File: config.mk
export PLATFORM = sky130hd
export DESIGN_NAME = lox_style_lexer
export DESIGN_NICKNAME = d
export VERILOG_FILES = /design/src/sv/lsl_pkg.sv /design/src/sv/lsl_front.sv /design/src/sv/lsl_queue.sv /design/src/sv/lsl_back.sv /design/src/sv/lox_style_lexer.sv
export SDC_FILE = /design/constraint.sdc
export NUM_CORES = 2
export LEC_CHECK = 0
export BUFFER_PORTS_ARGS = -buffer_cell sky130_fd_sc_hd__buf_2
export CORE_MARGIN = 3
export CORE_UTILIZATION = 30
export CTS_CLUSTER_DIAMETER = 120
export CTS_CLUSTER_SIZE = 25
export DETAILED_ROUTE_END_ITERATION = 6
export RECOVER_POWER = 100
export SYNTH_ARGS = -nofsm -noshare
export SYNTH_HDL_FRONTEND = slang
export SYNTH_SLANG_ARGS = --single-unit
File: constraint.sdc
create_clock -name clk -period 14.05 [get_ports clk]
set_input_delay 2.81 -clock clk [delete_from_list [all_inputs] [get_ports clk]]
set_output_delay 2.81 -clock clk [all_outputs]
set_load 0.01 [all_outputs]
File: src/sv/lsl_pkg.sv
package lsl_pkg;

    // Defaults for the top-level parameters
    localparam int MAX_KEYWORD_LEN_DEF = 6;
    localparam int POSITION_BITS_DEF   = 32;

    // Fixed field widths
    localparam int KIND_W  = 6;
    localparam int FIELD_W = 32;
    localparam int LINE_W  = 32;

    // Tokens one source byte can cause, and groups the queue holds
    localparam int MAX_TOKENS  = 3;
    localparam int QUEUE_DEPTH = 4;

    // Keyword table
    localparam int KW_COUNT = 16;
    localparam int KW_CHARS = 6;

    // Scanner modes
    typedef enum logic [3:0] {
        MODE_IDLE,
        MODE_BANG,
        MODE_EQ,
        MODE_LESS,
        MODE_GREATER,
        MODE_SLASH,
        MODE_COMMENT,
        MODE_STRING,
        MODE_NUMBER,
        MODE_IDENT
    } mode_t;

    // Token kinds
    localparam logic [KIND_W-1:0] K_LPAREN     = 6'd0;
    localparam logic [KIND_W-1:0] K_RPAREN     = 6'd1;
    localparam logic [KIND_W-1:0] K_LBRACE     = 6'd2;
    localparam logic [KIND_W-1:0] K_RBRACE     = 6'd3;
    localparam logic [KIND_W-1:0] K_COMMA      = 6'd4;
    localparam logic [KIND_W-1:0] K_DOT        = 6'd5;
    localparam logic [KIND_W-1:0] K_MINUS      = 6'd6;
    localparam logic [KIND_W-1:0] K_PLUS       = 6'd7;
    localparam logic [KIND_W-1:0] K_SEMI       = 6'd8;
    localparam logic [KIND_W-1:0] K_STAR       = 6'd9;
    localparam logic [KIND_W-1:0] K_SLASH      = 6'd10;
    localparam logic [KIND_W-1:0] K_BANG       = 6'd11;
    localparam logic [KIND_W-1:0] K_BANG_EQ    = 6'd12;
    localparam logic [KIND_W-1:0] K_EQ         = 6'd13;
    localparam logic [KIND_W-1:0] K_EQ_EQ      = 6'd14;
    localparam logic [KIND_W-1:0] K_LESS       = 6'd15;
    localparam logic [KIND_W-1:0] K_LESS_EQ    = 6'd16;
    localparam logic [KIND_W-1:0] K_GREATER    = 6'd17;
    localparam logic [KIND_W-1:0] K_GREATER_EQ = 6'd18;
    localparam logic [KIND_W-1:0] K_STRING     = 6'd19;
    localparam logic [KIND_W-1:0] K_NUMBER     = 6'd20;
    localparam logic [KIND_W-1:0] K_IDENT      = 6'd21;
    localparam logic [KIND_W-1:0] K_KW0        = 6'd22;
    localparam logic [KIND_W-1:0] K_END        = 6'd38;

    // Keyword spellings, first character at index 0, zero padded
    localparam logic [7:0] KW_TEXT [0:KW_COUNT-1][0:KW_CHARS-1] = '{
        '{"a", "n", "d", 8'h00, 8'h00, 8'h00},
        '{"c", "l", "a", "s", "s", 8'h00},
        '{"e", "l", "s", "e", 8'h00, 8'h00},
        '{"f", "a", "l", "s", "e", 8'h00},
        '{"f", "o", "r", 8'h00, 8'h00, 8'h00},
        '{"f", "u", "n", 8'h00, 8'h00, 8'h00},
        '{"i", "f", 8'h00, 8'h00, 8'h00, 8'h00},
        '{"n", "i", "l", 8'h00, 8'h00, 8'h00},
        '{"o", "r", 8'h00, 8'h00, 8'h00, 8'h00},
        '{"p", "r", "i", "n", "t", 8'h00},
        '{"r", "e", "t", "u", "r", "n"},
        '{"s", "u", "p", "e", "r", 8'h00},
        '{"t", "h", "i", "s", 8'h00, 8'h00},
        '{"t", "r", "u", "e", 8'h00, 8'h00},
        '{"v", "a", "r", 8'h00, 8'h00, 8'h00},
        '{"w", "h", "i", "l", "e", 8'h00}
    };
    localparam int KW_LEN [0:KW_COUNT-1] = '{3, 5, 4, 5, 3, 3, 2, 3, 2, 5, 6, 5, 4, 4, 3, 5};

    // One token word
    typedef struct packed {
        logic [KIND_W-1:0]  kind;
        logic [FIELD_W-1:0] start;
        logic [FIELD_W-1:0] length;
        logic [LINE_W-1:0]  line;
    } tok_t;

    // Token candidate inside the front end
    typedef struct packed {
        logic vld;
        tok_t tok;
    } cand_t;

    // All tokens caused by one source byte, in order
    typedef struct packed {
        logic [1:0]                  cnt;
        tok_t [MAX_TOKENS-1:0]       tok;
    } grp_t;

endpackage

File: src/sv/lsl_front.sv
module lsl_front
    import lsl_pkg::*;
#(
    parameter int MAX_KEYWORD_LEN = MAX_KEYWORD_LEN_DEF,
    parameter int POSITION_BITS   = POSITION_BITS_DEF
)
(
    input  logic       clk,
    input  logic       rst_n,
    input  logic       accept,
    input  logic [7:0] char_in,
    input  logic       last_byte,
    output logic       push,
    output grp_t       grp
);

    localparam int P      = POSITION_BITS;
    localparam int ILEN_W = $clog2(MAX_KEYWORD_LEN + 2);
    localparam logic [P-1:0]      POS_MAX  = {P{1'b1}};
    localparam logic [LINE_W-1:0] LINE_MAX = {LINE_W{1'b1}};

    typedef logic [MAX_KEYWORD_LEN-1:0][7:0] kbuf_t;

    mode_t              mode_reg,   mode_next;
    logic [P-1:0]       pos_reg,    pos_next;
    logic [P-1:0]       lstart_reg, lstart_next;
    logic [LINE_W-1:0]  line_reg,   line_next;
    kbuf_t              kbuf_reg,   kbuf_next;
    logic [ILEN_W-1:0]  ilen_reg,   ilen_next;

    function automatic logic is_digit(input logic [7:0] c);
        return (c >= "0") && (c <= "9");
    endfunction

    function automatic logic is_alpha(input logic [7:0] c);
        return ((c >= "a") && (c <= "z")) || ((c >= "A") && (c <= "Z")) || (c == "_");
    endfunction

    function automatic logic [KIND_W-1:0] ident_kind(input kbuf_t kb,
                                                     input logic [ILEN_W-1:0] il);
        logic [KIND_W-1:0] k;
        logic              hit;
        k = K_IDENT;
        for (int i = 0; i < KW_COUNT; i++)
        begin
            hit = (il == ILEN_W'(KW_LEN[i]));
            for (int j = 0; j < KW_CHARS; j++)
            begin
                if ((j < KW_LEN[i]) && (kb[j] != KW_TEXT[i][j]))
                begin
                    hit = 1'b0;
                end
            end
            if (hit)
            begin
                k = K_KW0 + KIND_W'(i);
            end
        end
        return k;
    endfunction

    // Token that a pending mode yields when its lexeme ends before pos
    function automatic cand_t pend_tok(input mode_t m, input logic [P-1:0] ls,
                                       input logic [P-1:0] ps, input kbuf_t kb,
                                       input logic [ILEN_W-1:0] il,
                                       input logic [LINE_W-1:0] ln);
        cand_t r;
        r.vld        = 1'b1;
        r.tok.start  = FIELD_W'(ls);
        r.tok.length = FIELD_W'(1);
        r.tok.line   = ln;
        r.tok.kind   = K_SLASH;
        unique case (m)
            MODE_BANG:    r.tok.kind = K_BANG;
            MODE_EQ:      r.tok.kind = K_EQ;
            MODE_LESS:    r.tok.kind = K_LESS;
            MODE_GREATER: r.tok.kind = K_GREATER;
            MODE_SLASH:   r.tok.kind = K_SLASH;
            MODE_NUMBER:
            begin
                r.tok.kind   = K_NUMBER;
                r.tok.length = FIELD_W'(ps - ls);
            end
            MODE_IDENT:
            begin
                r.tok.kind   = ident_kind(kb, il);
                r.tok.length = FIELD_W'(ps - ls);
            end
            default:      r.vld = 1'b0;
        endcase
        return r;
    endfunction

    cand_t [3:0] cd;
    cand_t       flush_c;
    logic        dispatch;
    logic [1:0]  n;

    always_comb
    begin
        mode_next   = mode_reg;
        lstart_next = lstart_reg;
        line_next   = line_reg;
        kbuf_next   = kbuf_reg;
        ilen_next   = ilen_reg;
        dispatch    = 1'b0;
        cd          = '0;
        flush_c     = pend_tok(mode_reg, lstart_reg, pos_reg, kbuf_reg, ilen_reg, line_reg);

        // Slot 0: pending flush, two-character operator or string
        unique case (mode_reg)
            MODE_BANG, MODE_EQ, MODE_LESS, MODE_GREATER:
            begin
                if (char_in == "=")
                begin
                    cd[0].vld        = 1'b1;
                    cd[0].tok.kind   = flush_c.tok.kind + KIND_W'(1);
                    cd[0].tok.start  = FIELD_W'(lstart_reg);
                    cd[0].tok.length = FIELD_W'(2);
                    cd[0].tok.line   = line_reg;
                    mode_next        = MODE_IDLE;
                end
                else
                begin
                    cd[0]    = flush_c;
                    dispatch = 1'b1;
                end
            end
            MODE_SLASH:
            begin
                if (char_in == "/")
                begin
                    mode_next = MODE_COMMENT;
                end
                else
                begin
                    cd[0]    = flush_c;
                    dispatch = 1'b1;
                end
            end
            MODE_COMMENT:
            begin
                dispatch = (char_in == 8'h0A);
            end
            MODE_STRING:
            begin
                if (char_in == "\"")
                begin
                    cd[0].vld        = 1'b1;
                    cd[0].tok.kind   = K_STRING;
                    cd[0].tok.start  = (lstart_reg != POS_MAX) ?
                                       FIELD_W'(lstart_reg + P'(1)) : FIELD_W'(POS_MAX);
                    cd[0].tok.length = (pos_reg > lstart_reg) ?
                                       FIELD_W'(pos_reg - lstart_reg - P'(1)) : '0;
                    cd[0].tok.line   = line_reg;
                    mode_next        = MODE_IDLE;
                end
                else if ((char_in == 8'h0A) && (line_reg != LINE_MAX))
                begin
                    line_next = line_reg + LINE_W'(1);
                end
            end
            MODE_NUMBER:
            begin
                if (!is_digit(char_in))
                begin
                    cd[0]    = flush_c;
                    dispatch = 1'b1;
                end
            end
            MODE_IDENT:
            begin
                if (is_alpha(char_in) || is_digit(char_in))
                begin
                    if (ilen_reg < ILEN_W'(MAX_KEYWORD_LEN))
                    begin
                        kbuf_next[ilen_reg[$clog2(MAX_KEYWORD_LEN)-1:0]] = char_in;
                        ilen_next = ilen_reg + ILEN_W'(1);
                    end
                    else
                    begin
                        ilen_next = ILEN_W'(MAX_KEYWORD_LEN + 1);
                    end
                end
                else
                begin
                    cd[0]    = flush_c;
                    dispatch = 1'b1;
                end
            end
            default:
            begin
                dispatch = 1'b1;
            end
        endcase

        // Slot 1: single-character punctuation; else start a new lexeme
        if (dispatch)
        begin
            lstart_next      = pos_reg;
            mode_next        = MODE_IDLE;
            cd[1].vld        = 1'b1;
            cd[1].tok.start  = FIELD_W'(pos_reg);
            cd[1].tok.length = FIELD_W'(1);
            cd[1].tok.line   = line_reg;
            cd[1].tok.kind   = K_LPAREN;
            unique case (char_in)
                "(":  cd[1].tok.kind = K_LPAREN;
                ")":  cd[1].tok.kind = K_RPAREN;
                "{":  cd[1].tok.kind = K_LBRACE;
                "}":  cd[1].tok.kind = K_RBRACE;
                ",":  cd[1].tok.kind = K_COMMA;
                ".":  cd[1].tok.kind = K_DOT;
                "-":  cd[1].tok.kind = K_MINUS;
                "+":  cd[1].tok.kind = K_PLUS;
                ";":  cd[1].tok.kind = K_SEMI;
                "*":  cd[1].tok.kind = K_STAR;
                default:
                begin
                    cd[1].vld = 1'b0;
                    if (char_in == "!")       mode_next = MODE_BANG;
                    else if (char_in == "=")  mode_next = MODE_EQ;
                    else if (char_in == "<")  mode_next = MODE_LESS;
                    else if (char_in == ">")  mode_next = MODE_GREATER;
                    else if (char_in == "/")  mode_next = MODE_SLASH;
                    else if (char_in == "\"") mode_next = MODE_STRING;
                    else if (is_digit(char_in)) mode_next = MODE_NUMBER;
                    else if (is_alpha(char_in))
                    begin
                        mode_next    = MODE_IDENT;
                        kbuf_next[0] = char_in;
                        ilen_next    = ILEN_W'(1);
                    end
                    else if ((char_in == 8'h0A) && (line_reg != LINE_MAX))
                    begin
                        line_next = line_reg + LINE_W'(1);
                    end
                end
            endcase
        end

        pos_next = (pos_reg != POS_MAX) ? pos_reg + P'(1) : pos_reg;

        // Slots 2 and 3: final flush and end token, then back to reset state
        if (last_byte)
        begin
            if ((mode_next != MODE_STRING) && (mode_next != MODE_COMMENT))
            begin
                cd[2] = pend_tok(mode_next, lstart_next, pos_next, kbuf_next, ilen_next,
                                 line_next);
            end
            cd[3].vld        = 1'b1;
            cd[3].tok.kind   = K_END;
            cd[3].tok.start  = FIELD_W'(pos_next);
            cd[3].tok.length = '0;
            cd[3].tok.line   = line_next;
            mode_next        = MODE_IDLE;
            pos_next         = '0;
            lstart_next      = '0;
            line_next        = LINE_W'(1);
            ilen_next        = '0;
        end

        // Pack the valid slots in order
        grp = '0;
        n   = 2'd0;
        for (int i = 0; i < 4; i++)
        begin
            if (cd[i].vld && (n != 2'(MAX_TOKENS)))
            begin
                grp.tok[n] = cd[i].tok;
                n          = n + 2'd1;
            end
        end
        grp.cnt = n;
        push    = accept && (n != 2'd0);
    end

    always_ff @(posedge clk or negedge rst_n)
    begin
        if (!rst_n)
        begin
            mode_reg   <= MODE_IDLE;
            pos_reg    <= '0;
            lstart_reg <= '0;
            line_reg   <= LINE_W'(1);
            ilen_reg   <= '0;
        end
        else if (accept)
        begin
            mode_reg   <= mode_next;
            pos_reg    <= pos_next;
            lstart_reg <= lstart_next;
            line_reg   <= line_next;
            ilen_reg   <= ilen_next;
        end
    end

    always_ff @(posedge clk)
    begin
        if (accept)
        begin
            kbuf_reg <= kbuf_next;
        end
    end

endmodule

File: src/sv/lsl_queue.sv
module lsl_queue
    import lsl_pkg::*;
#(
    parameter int DEPTH = QUEUE_DEPTH
)
(
    input  logic clk,
    input  logic rst_n,
    input  logic push,
    input  grp_t wdata,
    input  logic pop,
    output grp_t rdata,
    output logic full,
    output logic empty
);

    localparam int AW = $clog2(DEPTH);
    localparam int CW = $clog2(DEPTH + 1);

    grp_t           slot_reg [DEPTH];
    logic [AW-1:0]  wr_ptr_reg, wr_ptr_next;
    logic [AW-1:0]  rd_ptr_reg, rd_ptr_next;
    logic [CW-1:0]  count_reg,  count_next;

    always_comb
    begin
        wr_ptr_next = wr_ptr_reg;
        rd_ptr_next = rd_ptr_reg;
        count_next  = count_reg;
        if (push)
        begin
            wr_ptr_next = (wr_ptr_reg == AW'(DEPTH - 1)) ? '0 : wr_ptr_reg + AW'(1);
        end
        if (pop)
        begin
            rd_ptr_next = (rd_ptr_reg == AW'(DEPTH - 1)) ? '0 : rd_ptr_reg + AW'(1);
        end
        if (push && !pop)
        begin
            count_next = count_reg + CW'(1);
        end
        else if (pop && !push)
        begin
            count_next = count_reg - CW'(1);
        end
    end

    assign rdata = slot_reg[rd_ptr_reg];
    assign full  = (count_reg == CW'(DEPTH));
    assign empty = (count_reg == '0);

    always_ff @(posedge clk or negedge rst_n)
    begin
        if (!rst_n)
        begin
            wr_ptr_reg <= '0;
            rd_ptr_reg <= '0;
            count_reg  <= '0;
        end
        else
        begin
            wr_ptr_reg <= wr_ptr_next;
            rd_ptr_reg <= rd_ptr_next;
            count_reg  <= count_next;
        end
    end

    always_ff @(posedge clk)
    begin
        if (push)
        begin
            slot_reg[wr_ptr_reg] <= wdata;
        end
    end

    a_no_push_full: assert property (@(posedge clk) disable iff (!rst_n) full |-> !push)
        else $error("push into full token queue");
    a_no_pop_empty: assert property (@(posedge clk) disable iff (!rst_n) empty |-> !pop)
        else $error("pop from empty token queue");
    a_count_range: assert property (@(posedge clk) disable iff (!rst_n)
                                    count_reg <= CW'(DEPTH))
        else $error("token queue count out of range");

endmodule

File: src/sv/lsl_back.sv
module lsl_back
    import lsl_pkg::*;
(
    input  logic               clk,
    input  logic               rst_n,
    input  grp_t               head,
    input  logic               empty,
    output logic               pop,
    output logic               out_valid,
    input  logic               out_stall,
    output logic [KIND_W-1:0]  token_kind,
    output logic [FIELD_W-1:0] token_start,
    output logic [FIELD_W-1:0] token_length,
    output logic [LINE_W-1:0]  token_line,
    output logic               last_of_run
);

    logic [1:0] idx_reg, idx_next;
    logic       out_valid_reg, out_valid_next;
    tok_t       tok_reg;
    logic       last_reg;
    logic       load;
    logic       last;

    always_comb
    begin
        last           = (idx_reg == (head.cnt - 2'd1));
        load           = !empty && (!out_valid_reg || !out_stall);
        pop            = load && last;
        idx_next       = idx_reg;
        if (load)
        begin
            idx_next = last ? 2'd0 : idx_reg + 2'd1;
        end
        out_valid_next = load || (out_valid_reg && out_stall);
    end

    always_ff @(posedge clk or negedge rst_n)
    begin
        if (!rst_n)
        begin
            idx_reg       <= 2'd0;
            out_valid_reg <= 1'b0;
        end
        else
        begin
            idx_reg       <= idx_next;
            out_valid_reg <= out_valid_next;
        end
    end

    always_ff @(posedge clk)
    begin
        if (load)
        begin
            tok_reg  <= head.tok[idx_reg];
            last_reg <= last;
        end
    end

    assign out_valid    = out_valid_reg;
    assign token_kind   = tok_reg.kind;
    assign token_start  = tok_reg.start;
    assign token_length = tok_reg.length;
    assign token_line   = tok_reg.line;
    assign last_of_run  = last_reg;

endmodule

File: src/sv/lox_style_lexer.sv
// Streaming lexer: one source byte in, zero to three token words out.
//
// Input channel: in_valid / in_stall carry char_in and last_byte. A byte is
// taken at a rising edge with in_valid high and in_stall low. Set last_byte
// on the final byte of a text; the block then flushes any pending token,
// emits an end token and starts the next text at offset 0, line 1.
// Output channel: out_valid / out_stall carry one token word per handshake
// (kind, start, length, line, last_of_run). last_of_run marks the final
// word caused by one input byte.
// Throughput: one byte per cycle while the queue has room. The front end
// classifies each byte in the cycle it is taken and pushes its words as one
// group into a four-group queue; the back end drains one word per cycle
// into the output register while out_stall is low. A word passes through
// the group queue and then the output register before it is on the output.
// Stall: out_stall holds the output register; once the queue fills, in_stall
// rises until the back end frees a group.
// Reset (rst_n, asynchronous, active low): queue and output empty, scanner
// idle at offset 0, line 1.
module lox_style_lexer
    import lsl_pkg::*;
#(
    parameter int MAX_KEYWORD_LEN = MAX_KEYWORD_LEN_DEF,
    parameter int POSITION_BITS   = POSITION_BITS_DEF
)
(
    input  logic               clk,
    input  logic               rst_n,
    input  logic               in_valid,
    output logic               in_stall,
    input  logic [7:0]         char_in,
    input  logic               last_byte,
    output logic               out_valid,
    input  logic               out_stall,
    output logic [KIND_W-1:0]  token_kind,
    output logic [FIELD_W-1:0] token_start,
    output logic [FIELD_W-1:0] token_length,
    output logic [LINE_W-1:0]  token_line,
    output logic               last_of_run
);

    logic accept;
    logic push;
    logic pop;
    logic q_full;
    logic q_empty;
    grp_t push_grp;
    grp_t head_grp;

    // Hold input while the queue has no free group
    assign in_stall = q_full;
    assign accept   = in_valid && !q_full;

    lsl_front #(
        .MAX_KEYWORD_LEN (MAX_KEYWORD_LEN),
        .POSITION_BITS   (POSITION_BITS)
    ) u_front (
        .clk       (clk),
        .rst_n     (rst_n),
        .accept    (accept),
        .char_in   (char_in),
        .last_byte (last_byte),
        .push      (push),
        .grp       (push_grp)
    );

    lsl_queue #(
        .DEPTH (QUEUE_DEPTH)
    ) u_queue (
        .clk   (clk),
        .rst_n (rst_n),
        .push  (push),
        .wdata (push_grp),
        .pop   (pop),
        .rdata (head_grp),
        .full  (q_full),
        .empty (q_empty)
    );

    lsl_back u_back (
        .clk          (clk),
        .rst_n        (rst_n),
        .head         (head_grp),
        .empty        (q_empty),
        .pop          (pop),
        .out_valid    (out_valid),
        .out_stall    (out_stall),
        .token_kind   (token_kind),
        .token_start  (token_start),
        .token_length (token_length),
        .token_line   (token_line),
        .last_of_run  (last_of_run)
    );

    // An end token always closes its run
    a_end_is_last: assert property (@(posedge clk) disable iff (!rst_n)
                                    (out_valid && (token_kind == K_END)) |-> last_of_run)
        else $error("end token not marked last of run");
    // A token kind never exceeds the end code
    a_kind_range: assert property (@(posedge clk) disable iff (!rst_n)
                                   out_valid |-> (token_kind <= K_END))
        else $error("token kind out of range");

endmodule

==> flow_metrics.py <==
metrics = {
    "status": {
        "outcome": "finished with violations",
        "violations": "max-capacitance violations, max-slew violations",
    },
    "route": {
        "wl_um": 219000,
        "drt_drc_violations_left": 0,
        "routed_wire_length_per_instance_um": 26.3,
        "starting_drt_drc_count": 5262,
        "via_count": 46700,
        "first_pass_iters": 6,
        "drt-vias-per-instance": 5.59,
        "drt.antenna.violating_nets": 0,
    },
    "place": {
        "place_congestion": 1.02,
        "detailedPlace.worstSlack_ns": 4.24,
        "detailed_place_hpwl_um": 144000,
        "port-buffer-count": 117,
        "post_dp_cell_area_um2": 75400,
    },
    "global_route": {
        "grt_antenna_before_repair": 6,
        "groute.usage.overall": 0.176,
        "via_count_of_the_first_global_routing_pass": 45900,
        "grt_max_degree": 141,
        "grt.overflow.total": 0,
        "grt_pass1_wl_um": 322000,
    },
    "clock_tree": {
        "cts.clk_slew.worst_paths_ns": 0.10,
        "clock-root-buffer": "clkbuf_16",
        "clkLatencyLatePin_ns": 0.76,
        "cts_resized": 0,
        "cts.sink_count": 1496,
        "cts_inserted_buffers": 72,
        "cts_max_level": 3,
        "cts_tree": "done",
        "clock_tree.buffer_depth": 3,
        "cts.repair_timing.setup_buffer_count": 0,
        "ctsHoldBuffers": 0,
    },
    "worst_setup_path": {
        "critical_path.endpoint_type": "flop",
        "path_class": "in -> reg",
        "signal_arrival_time_at_the_worst_endpoint_ns": 12.00,
        "path_max_fanout": 55,
        "start_kind": "input pin",
        "worst-r2r-cell-count": 6,
        "cp_data_required_time_ns": 14.59,
    },
    "timing": {
        "setup_ws_ns": 2.60,
        "rsz0062_at_grt": "no",
        "finalHoldViolCount": 0,
        "post-route-min-period_ns": 11.45,
        "max_clock_freq_mhz": 87.3,
        "finalCritPeriodShare": 0.815,
        "timing.final.max_slew_violations": 691,
        "transition_time_at_the_pin_with_the_least_slew_margin_ns": 5.05,
        "timing.hold.ws_ns": 0.501,
        "timing.slew.headroom": -2.37,
        "report.final.setup_viol": 0,
        "final.setup.tns_ns": 0,
        "finClkSkew_ns": 0.0668,
    },
    "synth": {
        "synth.cell_area_um2": 71300,
        "number_of_enable_flip_flop_cells_after_synthesis": 1383,
        "synth_nets": 5319,
        "synth-main-ff-cell": "edfxtp_1",
        "synth_area_per_cell_um2": 13.7,
        "synth_seq_cells": 1496,
        "synth.yosys.warnings": 0,
        "post_synth_num_cell_types": 109,
        "ys_async_sr_fraction": 0.0755,
        "netlist_instances": 5217,
        "yosysSeqAreaShare": 0.622,
    },
    "cells_and_area": {
        "flip_flop_count_of_the_largest_register_after_layout": 1232,
        "layout.filler_cells": 23000,
        "final_layout_size_suffix_gt1_frac": 0.113,
        "synthToLayoutAreaGrowth_pct": 8.48,
        "fin_area_um2": 77300,
        "final_util": 0.328,
        "layout_commonest_cell": "edfxtp_1",
        "fin_nets": 5250,
        "most-common-layout-cells": "1,383 x edfxtp_1, 453 x nand2_1, 393 x o21ai_0",
    },
    "floorplanning": {
        "io_pins": 118,
        "fp.dieArea_um2": 243000,
        "die_height_um": 493,
        "start_util": 0.302,
        "fp.coreArea_um2": 236000,
        "die-width_um": 493,
        "fp-row-count": 178,
    },
    "worst_hold_path": {
        "worstHoldPathType": "reg -> reg",
        "min_path_cells": 1,
    },
    "pwr": {
        "power_per_cell_area_nw_per_um2": 188,
        "power_leakage_nw": 24.5,
        "max-vdd-ir-drop_v": 0.000110,
    },
    "flow_run": {
        "cap_viol_max_count": 17,
    },
}
## power breakdown
| part | total, mW | internal, mW | switching, mW |
|---|---|---|---|
| logic | 5.75 | 2.08 | 3.66 |
| registers | 6.31 | 5.93 | 0.380 |
| clock network | 2.47 | 1.04 | 1.43 |
## final timing paths
path	from	end	slack (ns)
min in group asynchronous	rst_n	u_back.out_valid	3.87
worst min register to register	u_queue.count_reg[2]	u_queue.count_reg[2]	0.50
max in group asynchronous	rst_n	u_front.lstart_reg[12]	5.13
worst max-delay path	in_valid	u_front.lstart_reg[12]	2.60
worst max register to register	u_back.idx_reg[1]	u_back.token_start[0]	3.17
worst min-delay path	u_queue.count_reg[2]	u_queue.count_reg[2]	0.50
## Yosys cell counts, drive strengths merged, types with 34 or more instances
cell	count	share of area
a211oi	40	0.0043
a21oi	242	0.017
a31oi	35	0.0031
and2	40	0.0035
and3	55	0.0048
buf	107	0.0065
clkbuf	252	0.013
dfrtp	112	0.039
edfxtp	1383	0.58
ha	86	0.015
inv	109	0.0057
mux2i	151	0.021
mux4	308	0.097
nand2	454	0.024
nand3	105	0.0074
nand4	65	0.0057
nor2	355	0.019
nor2b	38	0.0033
nor3	102	0.0076
nor4	40	0.0037
o211ai	42	0.0044
o21ai	397	0.028
o22ai	58	0.0052
o31ai	49	0.0052
xnor2	78	0.0096
xor2	34	0.0042
## critical path: stages
cell	delay (ns)
buf_2	0.10
nand2b_1	0.31
clkbuf_1	1.99
clkbuf_1	2.52
clkinv_2	2.06
nand2b_1	1.09
buf_4	0.74
o22ai_1	0.18
## layout make-up
class / instances / area (µm²) / area share
inverters: 110 / 414 / 0.00536
flip-flops and latches: 1496 / 44400 / 0.574
clock inverters: 14 / 218 / 0.00282
multi-input cells: 3252 / 25100 / 0.325
clock buffers: 114 / 1980 / 0.0256
diodes: 1 / 2.50 / 0.0000324
well taps: 3150 / 3940 / 0.0510
repair buffers: 216 / 1260 / 0.0163
## cell families after synthesis
family,Yosys count,share of synthesized area
XOR/XNOR,112,0.0138
flip-flops,1496,0.622
AO/OA/AOI/OAI,1141,0.102
multiplexers,488,0.123
buffers and inverters,469,0.0255
adder cells (fa/ha/maj),89,0.0159
AND/OR/NAND/NOR,1422,0.0971
## routing by layer
metal / track usage / wire (µm) / vias to the layer above
li1: - / - / 20200
met1: 0.248 / 95000 / 24100
met2: 0.275 / 100000 / 1992
met3: 0.0266 / 16000 / 358
met4: 0.0623 / 7860 / 2
met5: 0 / 19 / -
## stage by stage
step / total power, mW / cells
floorplan: 10.2 / 5217
global placement: 12.1 / 8224
detailed placement: 12.2 / 8224
CTS: 14.7 / 8352
global route: 15.3 / 8353
finish: 14.5 / 8353
(Power assumes the default switching activity.)
